File: config.mk
export PLATFORM = sky130hd
export DESIGN_NAME = sghbe_ctrl
export DESIGN_NICKNAME = d
export VERILOG_FILES = /design/src/design/sghbe_pkg.sv /design/src/design/sghbe_ctrl.sv
export SDC_FILE = /design/constraint.sdc
export NUM_CORES = 1
export LEC_CHECK = 0
export ABC_AREA = 1
export BUFFER_PORTS_ARGS = -buffer_cell sky130_fd_sc_hd__buf_2
export CORE_MARGIN = 2
export CORE_UTILIZATION = 35
export DETAILED_ROUTE_END_ITERATION = 6
export PLACE_DENSITY = 0.66
export SLEW_MARGIN = 30
export SYNTH_ARGS = -nofsm -noshare
export SYNTH_HDL_FRONTEND = slang
export SYNTH_SLANG_ARGS = --single-unit
File: constraint.sdc
create_clock -name i_clk -period 2 [get_ports i_clk]
set_input_delay 0.3 -clock i_clk [delete_from_list [all_inputs] [get_ports i_clk]]
set_output_delay 0.3 -clock i_clk [all_outputs]
set_load 0.01 [all_outputs]
File: src/design/sghbe_pkg.sv
// Shared types, codes, defaults and the saturating adder of the hat basis evaluator.
package sghbe_pkg;

    localparam int DEF_GRID_POINTS = 1024;
    localparam int DEF_MAX_DIMS    = 8;
    localparam int DEF_COORD_BITS  = 16;

    localparam int ACC_W  = 48;
    localparam int VAL_W  = 32;
    localparam int TERM_W = VAL_W + 2;

    localparam logic [2:0] FUNC_LOAD_LEVEL = 3'd0;
    localparam logic [2:0] FUNC_LOAD_COEF  = 3'd1;
    localparam logic [2:0] FUNC_MULT       = 3'd2;
    localparam logic [2:0] FUNC_TRANSPOSE  = 3'd3;
    localparam logic [2:0] FUNC_READ_ACC   = 3'd4;
    localparam logic [2:0] FUNC_CLEAR_ACC  = 3'd5;

    localparam logic CFG_GRID_COUNT = 1'b0;
    localparam logic CFG_DIM_COUNT  = 1'b1;

    typedef struct packed {
        logic wr_so;
        logic wr_coef;
        logic wr_coord;
        logic latch_in;
        logic sum_clr;
        logic b_init;
        logic diff;
        logic hat;
        logic bmul;
        logic tmul;
        logic use_coef;
        logic acc_mult;
        logic acc_trn;
        logic clr_wr;
        logic rb_sel;
        logic emit_mult;
        logic emit_rb;
    } t_cmd;

    function automatic logic signed [ACC_W-1:0] sat_add48(
        input logic signed [ACC_W-1:0]  a,
        input logic signed [TERM_W-1:0] b
    );
        logic signed [ACC_W:0] s;
        s = {a[ACC_W-1], a} + (ACC_W+1)'(b);
        if (s[ACC_W] != s[ACC_W-1]) begin
            return s[ACC_W] ? {1'b1, {(ACC_W-1){1'b0}}} : {1'b0, {(ACC_W-1){1'b1}}};
        end
        return s[ACC_W-1:0];
    endfunction

endpackage

File: src/design/sghbe_ctrl.sv
// Controller state machine that sequences loads, evaluation sweeps, readback and clearing.
module sghbe_ctrl #(
    parameter int GRID_POINTS = sghbe_pkg::DEF_GRID_POINTS,
    parameter int MAX_DIMS    = sghbe_pkg::DEF_MAX_DIMS,
    parameter int GCW = $clog2(GRID_POINTS + 1),
    parameter int DCW = $clog2(MAX_DIMS + 1)
) (
    input  logic              i_clk,
    input  logic              i_rst_n,
    input  logic              start,
    output logic              busy,
    input  logic [2:0]        i_func,
    input  logic              i_last_dim,
    input  logic              i_cfg_valid,
    output logic              o_cfg_ready,
    input  logic              i_cfg_index,
    input  logic [10:0]       i_cfg_data,
    output sghbe_pkg::t_cmd   o_cmd,
    output logic [GCW-1:0]    o_g,
    output logic [DCW-1:0]    o_d
);
    import sghbe_pkg::*;

    typedef enum logic [3:0] {
        S_IDLE, S_CLR, S_BINIT, S_DIFF, S_HAT, S_BMUL, S_TMUL, S_ACC, S_OUT, S_RBRD, S_RBOUT
    } t_state;

    t_state         r_state, n_state;
    logic [GCW-1:0] r_g, n_g;
    logic [DCW-1:0] r_d, n_d;
    logic           r_mult, n_mult;
    logic [10:0]    r_grid_count;
    logic [3:0]     r_dim_count;
    logic [GCW-1:0] ng;
    logic [DCW-1:0] nd;
    logic           take;
    t_cmd           cmd;

    assign ng = (32'(r_grid_count) > GRID_POINTS) ? GCW'(GRID_POINTS) : GCW'(r_grid_count);
    assign nd = (32'(r_dim_count) > MAX_DIMS) ? DCW'(MAX_DIMS) : DCW'(r_dim_count);
    assign busy = (r_state != S_IDLE);
    assign take = start && (r_state == S_IDLE);
    assign o_cfg_ready = 1'b1;
    assign o_cmd = cmd;
    assign o_g = r_g;
    assign o_d = r_d;

    always_comb begin
        n_state = r_state;
        n_g = r_g;
        n_d = r_d;
        n_mult = r_mult;
        cmd = '0;
        case (r_state)
            S_IDLE: begin
                if (take) begin
                    case (i_func)
                        FUNC_LOAD_LEVEL: cmd.wr_so = 1'b1;
                        FUNC_LOAD_COEF:  cmd.wr_coef = 1'b1;
                        FUNC_MULT, FUNC_TRANSPOSE: begin
                            cmd.wr_coord = 1'b1;
                            cmd.latch_in = 1'b1;
                            if (i_last_dim) begin
                                n_mult = (i_func == FUNC_MULT);
                                cmd.sum_clr = 1'b1;
                                n_g = '0;
                                n_d = '0;
                                if (ng == '0) begin
                                    n_state = (i_func == FUNC_MULT) ? S_OUT : S_IDLE;
                                end else begin
                                    n_state = S_BINIT;
                                end
                            end
                        end
                        FUNC_READ_ACC: begin
                            cmd.latch_in = 1'b1;
                            n_state = S_RBRD;
                        end
                        FUNC_CLEAR_ACC: begin
                            n_g = '0;
                            n_state = S_CLR;
                        end
                        default: ;
                    endcase
                end
            end
            S_CLR: begin
                cmd.clr_wr = 1'b1;
                if (r_g == GCW'(GRID_POINTS - 1)) begin
                    n_g = '0;
                    n_state = S_IDLE;
                end else begin
                    n_g = GCW'(r_g + 1'b1);
                end
            end
            S_BINIT: begin
                cmd.b_init = 1'b1;
                n_state = (nd == '0) ? S_TMUL : S_DIFF;
            end
            S_DIFF: begin
                cmd.diff = 1'b1;
                n_state = S_HAT;
            end
            S_HAT: begin
                cmd.hat = 1'b1;
                n_d = DCW'(r_d + 1'b1);
                n_state = S_BMUL;
            end
            S_BMUL: begin
                cmd.bmul = 1'b1;
                n_state = (r_d == nd) ? S_TMUL : S_DIFF;
            end
            S_TMUL: begin
                cmd.tmul = 1'b1;
                cmd.use_coef = r_mult;
                n_state = S_ACC;
            end
            S_ACC: begin
                cmd.acc_mult = r_mult;
                cmd.acc_trn = !r_mult;
                n_d = '0;
                if (GCW'(r_g + 1'b1) == ng) begin
                    n_state = r_mult ? S_OUT : S_IDLE;
                end else begin
                    n_g = GCW'(r_g + 1'b1);
                    n_state = S_BINIT;
                end
            end
            S_OUT: begin
                cmd.emit_mult = 1'b1;
                n_state = S_IDLE;
            end
            S_RBRD: begin
                cmd.rb_sel = 1'b1;
                n_state = S_RBOUT;
            end
            S_RBOUT: begin
                cmd.rb_sel = 1'b1;
                cmd.emit_rb = 1'b1;
                n_state = S_IDLE;
            end
            default: n_state = S_IDLE;
        endcase
    end

    always_ff @(posedge i_clk) begin
        if (!i_rst_n) begin
            r_state <= S_CLR;
            r_g <= '0;
            r_d <= '0;
            r_mult <= 1'b0;
            r_grid_count <= 11'd1;
            r_dim_count <= 4'd1;
        end else begin
            r_state <= n_state;
            r_g <= n_g;
            r_d <= n_d;
            r_mult <= n_mult;
            if (i_cfg_valid) begin
                if (i_cfg_index == CFG_GRID_COUNT) begin
                    r_grid_count <= i_cfg_data;
                end else begin
                    r_dim_count <= i_cfg_data[3:0];
                end
            end
        end
    end

    a_hat_then_bmul: assert property (@(posedge i_clk) disable iff (!i_rst_n)
        r_state == S_HAT |=> r_state == S_BMUL)
        else $error("hat step not followed by basis multiply");
    a_dim_in_range: assert property (@(posedge i_clk) disable iff (!i_rst_n)
        r_state == S_DIFF |-> r_d < nd)
        else $error("dimension counter past dimension count");
    a_grid_in_range: assert property (@(posedge i_clk) disable iff (!i_rst_n)
        r_state == S_ACC |-> r_g < ng)
        else $error("grid counter past grid count");
    a_out_after_sweep: assert property (@(posedge i_clk) disable iff (!i_rst_n)
        r_state == S_OUT |-> r_mult)
        else $error("mult result emitted outside mult mode");

endmodule

## After elaboration in Yosys (flattened, before gate mapping)

Index checks and enable logic that the tools add are counted.
W data, S select, Z words.

| storage, ports and cells | value |
|---|---|
| bits in registers | 35 |
| bits in latches | 0 |
| bits in writable memories | 0 |
| ROM bits | 0 |
| bits of input ports | 20 |
| memories | 0 |

| cells by class | value |
|---|---|
| add/subtract/negate cells | 2 |
| multipliers | 0 |
| div/mod/pow operators | 0 |
| order comparisons | 2 |
| equal/unequal tests | 26 |
| shifts and indexed selects | 0 |
| muxes and demuxes | 41 |
| bitwise logic cells | 1 |
| reductions and logical operators | 18 |

Operators by type and width:

| kind | number |
|---|---|
| $mux W11 | 5 |
| $mux W4 | 11 |
| $pmux W4 S9 | 1 |
| $pmux W11 S3 | 1 |
| $pmux W4 S3 | 2 |
| $pmux W11 S2 | 1 |
| $eq A4 B3 Y1 const B | 4 |
| $mux W1 | 14 |
| $eq A4 B4 Y1 const B | 3 |
| $reduce_and A4 Y1 | 3 |
| $add A11 B1 Y11 const B | 1 |
| $eq A11 B10 Y1 const B | 1 |
| $eq A11 B11 Y1 | 1 |
| $gt A11 B11 Y1 const B | 1 |
| $logic_not A11 Y1 | 1 |
| $mux W5 | 2 |
| $eq A4 B2 Y1 const B | 2 |
| $logic_not A4 Y1 | 2 |
| $ne A2 B2 Y1 const B | 4 |
| $eq A3 B2 Y1 const B | 2 |
| $eq A3 B3 Y1 const B | 2 |
| $mux W3 | 2 |
| $reduce_bool A3 Y1 | 2 |
| $reduce_and A5 Y1 | 1 |
| 18 further kinds | 21 |

## Logic depth before layout (Yosys ltp)

| depth | value |
|---|---|
| depth after elaboration | 8 |
| gate-level depth with buffers | 16 |
| depth with buffers taken out | 16 |

## Least setup slack after synthesis

OpenSTA, ideal clock, no wires.

| timing path | value |
|---|---|
| kind | register to register |
| from | reg r_g[0], in the netlist o_g[0] |
| to | reg r_g[0], in the netlist o_g[0] |
| library setup time | 115 ps |
| arrival | 1917 ps |
| required time | 1885 ps |
| path slack | -32 ps |
| cell stages (with the launch flop) | 16 |
| clock period less this slack | 2032 ps |
| path through | dfxtp_1 > ha_1 > nand2_2 > nor2_4 > nand2_1 > nand2_1 > nand2_1 > nand2_1 > nand2_1 > nor2_1 > nand3_1 > nor2_4 > nand3_4 > buf_6 > a21oi_1 > nor2_1 |

| on the way | value |
|---|---|
| longest elaborated chain between the ends | 4 |
| elaborated cells on any way between the ends | 8 |
| those cells by class | add/sub: 1; eq/ne: 3; mux: 3; reduce/logical: 1 |

RTL lines:

| item | line | source |
|---|---|---|
| start, declared | sghbe_ctrl.sv:29 | `logic [GCW-1:0] r_g, n_g;` |
| start signal, assigned | sghbe_ctrl.sv:156 | `r_g <= n_g;` |
| $add A11 B1 Y11 | sghbe_ctrl.sv:93, sghbe_ctrl.sv:122, sghbe_ctrl.sv:125 |  |
| $eq A11 B11 Y1 | sghbe_ctrl.sv:122 | `if (GCW'(r_g + 1'b1) == ng) begin` |
| $ne A2 B2 Y1 (no line) | n/a |  |
| $reduce_and A5 Y1 (no line) | n/a |  |

Parallel ways exist; a longest one is shown, timed or not. The select of a mux whose other input is x is not followed.
A chain may end at the register's enable or synchronous reset.

## Worst setup path in the final report

| timing path | value |
|---|---|
| from | reg r_g[1], in the netlist o_g[1] |
| to | reg r_g[0], in the netlist o_g[0] |

| on the way | value |
|---|---|
| longest elaborated chain between the ends | 4 |
| elaborated cells on any way between the ends | 7 |
| those cells by class | add/sub: 1; eq/ne: 3; mux: 2; reduce/logical: 1 |

RTL lines:

| item | line |
|---|---|
| $add A11 B1 Y11 | sghbe_ctrl.sv:122 |
| $eq A11 B11 Y1 | sghbe_ctrl.sv:122 |
| $ne A2 B2 Y1 (no line) | n/a |
| $reduce_and A5 Y1 (no line) | n/a |

Parallel ways exist; a longest one is shown, timed or not.

==> qor.txt <==
number of enable flip-flop cells after synthesis -> 0
number of cells on the worst reg-to-reg path -> 15
leakage -> 1.581 nW
first-iteration detailed-routing DRC count -> 118
Post-DP HPWL -> 5.162 mm
wire length per cell -> 11.84 um
fmax -> 513.5 MHz
number of max-capacitance violations reported -> 0
cts hold-fix bufs -> 0
prevailing post-synth register cell -> dfxtp_1
core region area -> 0.006422 mm2
first-pass GRT wire length -> 10.62 mm
worst-case clock buffer depth -> 2
total CTS buffers -> 5
startpoint of the most critical register-to-register path -> o_g[1]$_SDFFE_PN0P_
final number of hold-violating endpoints -> 0
mean post-synth cell area -> 5.974 um2
Post-route DRC -> 0
count of final max-slew check failures -> 0
Startpoint Class -> flop
transition time at the pin with the least slew margin -> 0.5453 ns
RSZ-0062 raised after global routing -> true
NumNets Final -> 499
number of sinks driven by the clock tree -> 35
synthesized netlist cell count -> 395
remaining global-route overflow -> 0
TritonCTS clock tree -> yes
worst IR drop on VDD -> 271.3 uV
setup violation total in the final timing report -> 0
sequential fraction of the synthesis area -> 29.69%
Critical R2R Capture -> o_g[0]$_SDFFE_PN0P_
peak fanout along the critical path -> 5
final critical path time including I/O delays and setup -> 1.948 ns
power density of the placed cells -> 492.6 mW/mm2
final hold slack -> 0.2306 ns
kind of capture point of the worst setup path -> flop
arrival time of data at the critical path endpoint -> 2.13 ns
Inserted Diodes -> 0
Top-Level Pins -> 54
number of nets with antenna violations after routing -> 0
num rows -> 29
clk root buf -> clkbuf_8
Crit Path Category -> flop to flop
fill cell total of the finished layout -> 659
Die Outline Area -> 0.007415 mm2
aggregate global-route resource usage -> 17.55%
synthesized net count -> 417
RePlAce Congestion -> 0.8398
Die X -> 86.11 um
endpoint of the worst hold-timing path -> r_dim_count[0]$_SDFFE_PN1P_
Fin Clk Skew -> 0.004333 ns
via count of the first global-routing pass -> 2378
share of the synthesized area in the top cell type -> 29.69%
final critical-path share of the clock period -> 97.38%
critical hold path startpoint -> i_cfg_data[0]
detailed-route wire length -> 6.571 mm
required time at the endpoint of the critical path -> 2.18 ns
number of H-tree branching levels -> 2
iteration count of the initial detailed-routing pass -> 4
proportion of layout cells with a drive suffix above 1 -> 29.08%
normalized max-slew margin -> 63.31%
final core utilization -> 49.11%
Yosys reg bits -> 35
Yosys warning count -> 0
via density per instance -> 4.838
outcome -> finished clean
antenna violations before repair -> 0
Initial Utilization -> 36.74%
via count -> 2685
Port Buf Inserts -> 52
worst hold path stage count -> 3
Synth cell types -> 36
largest net degree at the start of global routing -> 19
die outline height -> 86.11 um
worst hold-check path type -> input pin to flop
clock network latency to the later pin of the worst-skew pair -> 0.29 ns
Mapped Area -> 0.002360 mm2
post-CTS clock slew at the launch and capture registers of the worst setup and hold paths -> 0.07 ns
list of most frequent post-synthesis cells -> nand2_1, nor2_1, inv_1, dfxtp_1, nand3_1
library cell with the largest summed area after synthesis -> dfxtp_1
dominant cell by count in the synthesized netlist -> nand2_1
relative area change from synthesis to final layout -> 33.67%
Reg2Reg Setup Slack -> 0.05 ns
share of flip-flops with an asynchronous set or reset -> 0%
ranking of synthesized cells by area -> dfxtp_1, nand2_1, nor2_1, inv_1, nand3_1
## power breakdown
part	leakage, nW	switching (mW)	internal (mW)
sequential	0.289	0.0236	0.722
clock	0.0474	0.270	0.281
combinational	1.24	0.145	0.112
## worst max-delay path: stages, from the launching register on
cell and delay [ns]:
dfxtp_4 0.37, ha_4 0.14, nand2_4 0.07, nor2_4 0.13, nand2_1 0.06, nand2_1 0.09, nand2_2 0.06, nand2_1 0.06
nand2_1 0.05, nor2_1 0.12, nand3_2 0.10, nor2_4 0.12, nand3_4 0.11, buf_4 0.16, a21oi_1 0.12, nor2_1 0.06
## flip-flops by register name, summed over array words and instances (netlist names)
| signal | count |
|---|---|
| r_grid_count | 11 |
| r_mult | 1 |
| o_g | 11 |
| o_d | 4 |
| r_dim_count | 4 |
| r_state | 4 |
## cell type report
class                   count  area [um2]  share of cell area, %
inverters                  58       217.7                  6.902
clock buffers               6       82.58                  2.618
flip-flops and latches     35       715.7                  22.69
well taps                  77       96.34                  3.054
clock inverters             2       16.27                 0.5157
repair buffers             83       500.5                  15.87
multi-input cells         294        1525                  48.35
## layer usage
| layer | routed length, um | track usage (%) |
|---|---|---|
| met1 | 3238 | 24.08 |
| met2 | 2976 | 28.33 |
| met3 | 310 | 3.657 |
| met4 | 44 | 3.896 |
| met5 | 0 | 0 |
## what timing repair did
action	4_1_cts	5_1_grt
setup endpoints to repair	11	19
pin swaps	2	17
buffers inserted	1	3
gates cloned	0	0
resized for setup	6	38
## cell usage in the layout (no fill, tap or decap), drive strengths merged, types with 4 or more instances in the layout
master | netlist | layout
nand2 | 95 | 95
buf | 5 | 83
nor2 | 79 | 79
inv | 56 | 56
dfxtp | 35 | 35
nand3 | 35 | 35
a21oi | 24 | 24
o21ai | 21 | 21
nor3 | 8 | 8
clkbuf | 3 | 6
nor4 | 5 | 5
nand4 | 4 | 4
## cells by family after synthesis
group           count (synthesis)  synth area share [%]
flops                          35                 29.69
buf+inv                        66                 11.08
other cells                     1                0.1589
xor+xnor                        5                 1.856
simple gates                  233                 44.01
fa+ha+maj                       2                 1.060
compound gates                 53                 12.14
## worst max path at each step
stage                                    from                  end
final                     o_g[1]$_SDFFE_PN0P_  o_g[0]$_SDFFE_PN0P_
after CTS                 o_g[0]$_SDFFE_PN0P_  o_g[8]$_SDFFE_PN0P_
after global placement    o_g[1]$_SDFFE_PN0P_  o_g[6]$_SDFFE_PN0P_
after detailed placement  o_g[1]$_SDFFE_PN0P_  o_g[3]$_SDFFE_PN0P_
after global routing      o_g[1]$_SDFFE_PN0P_  o_g[4]$_SDFFE_PN0P_
after floorplan           o_g[1]$_SDFFE_PN0P_  o_g[0]$_SDFFE_PN0P_
## metrics by stage
step                cells  setup WS [ns]  setup TNS [ns]  cell area, um2  power, mW
CTS                   552        0.01342               0            3005      1.564
floorplan             395        0.04843               0            2361     0.9063
global placement      543        0.05000               0            2877      1.000
global route          555       -0.06035         -0.4119            3154      1.639
detailed placement    543       -0.03850         -0.2145            2877      1.003
finish                555        0.05248               0            3154      1.554
Note: power is estimated with default switching activity, not from simulation.
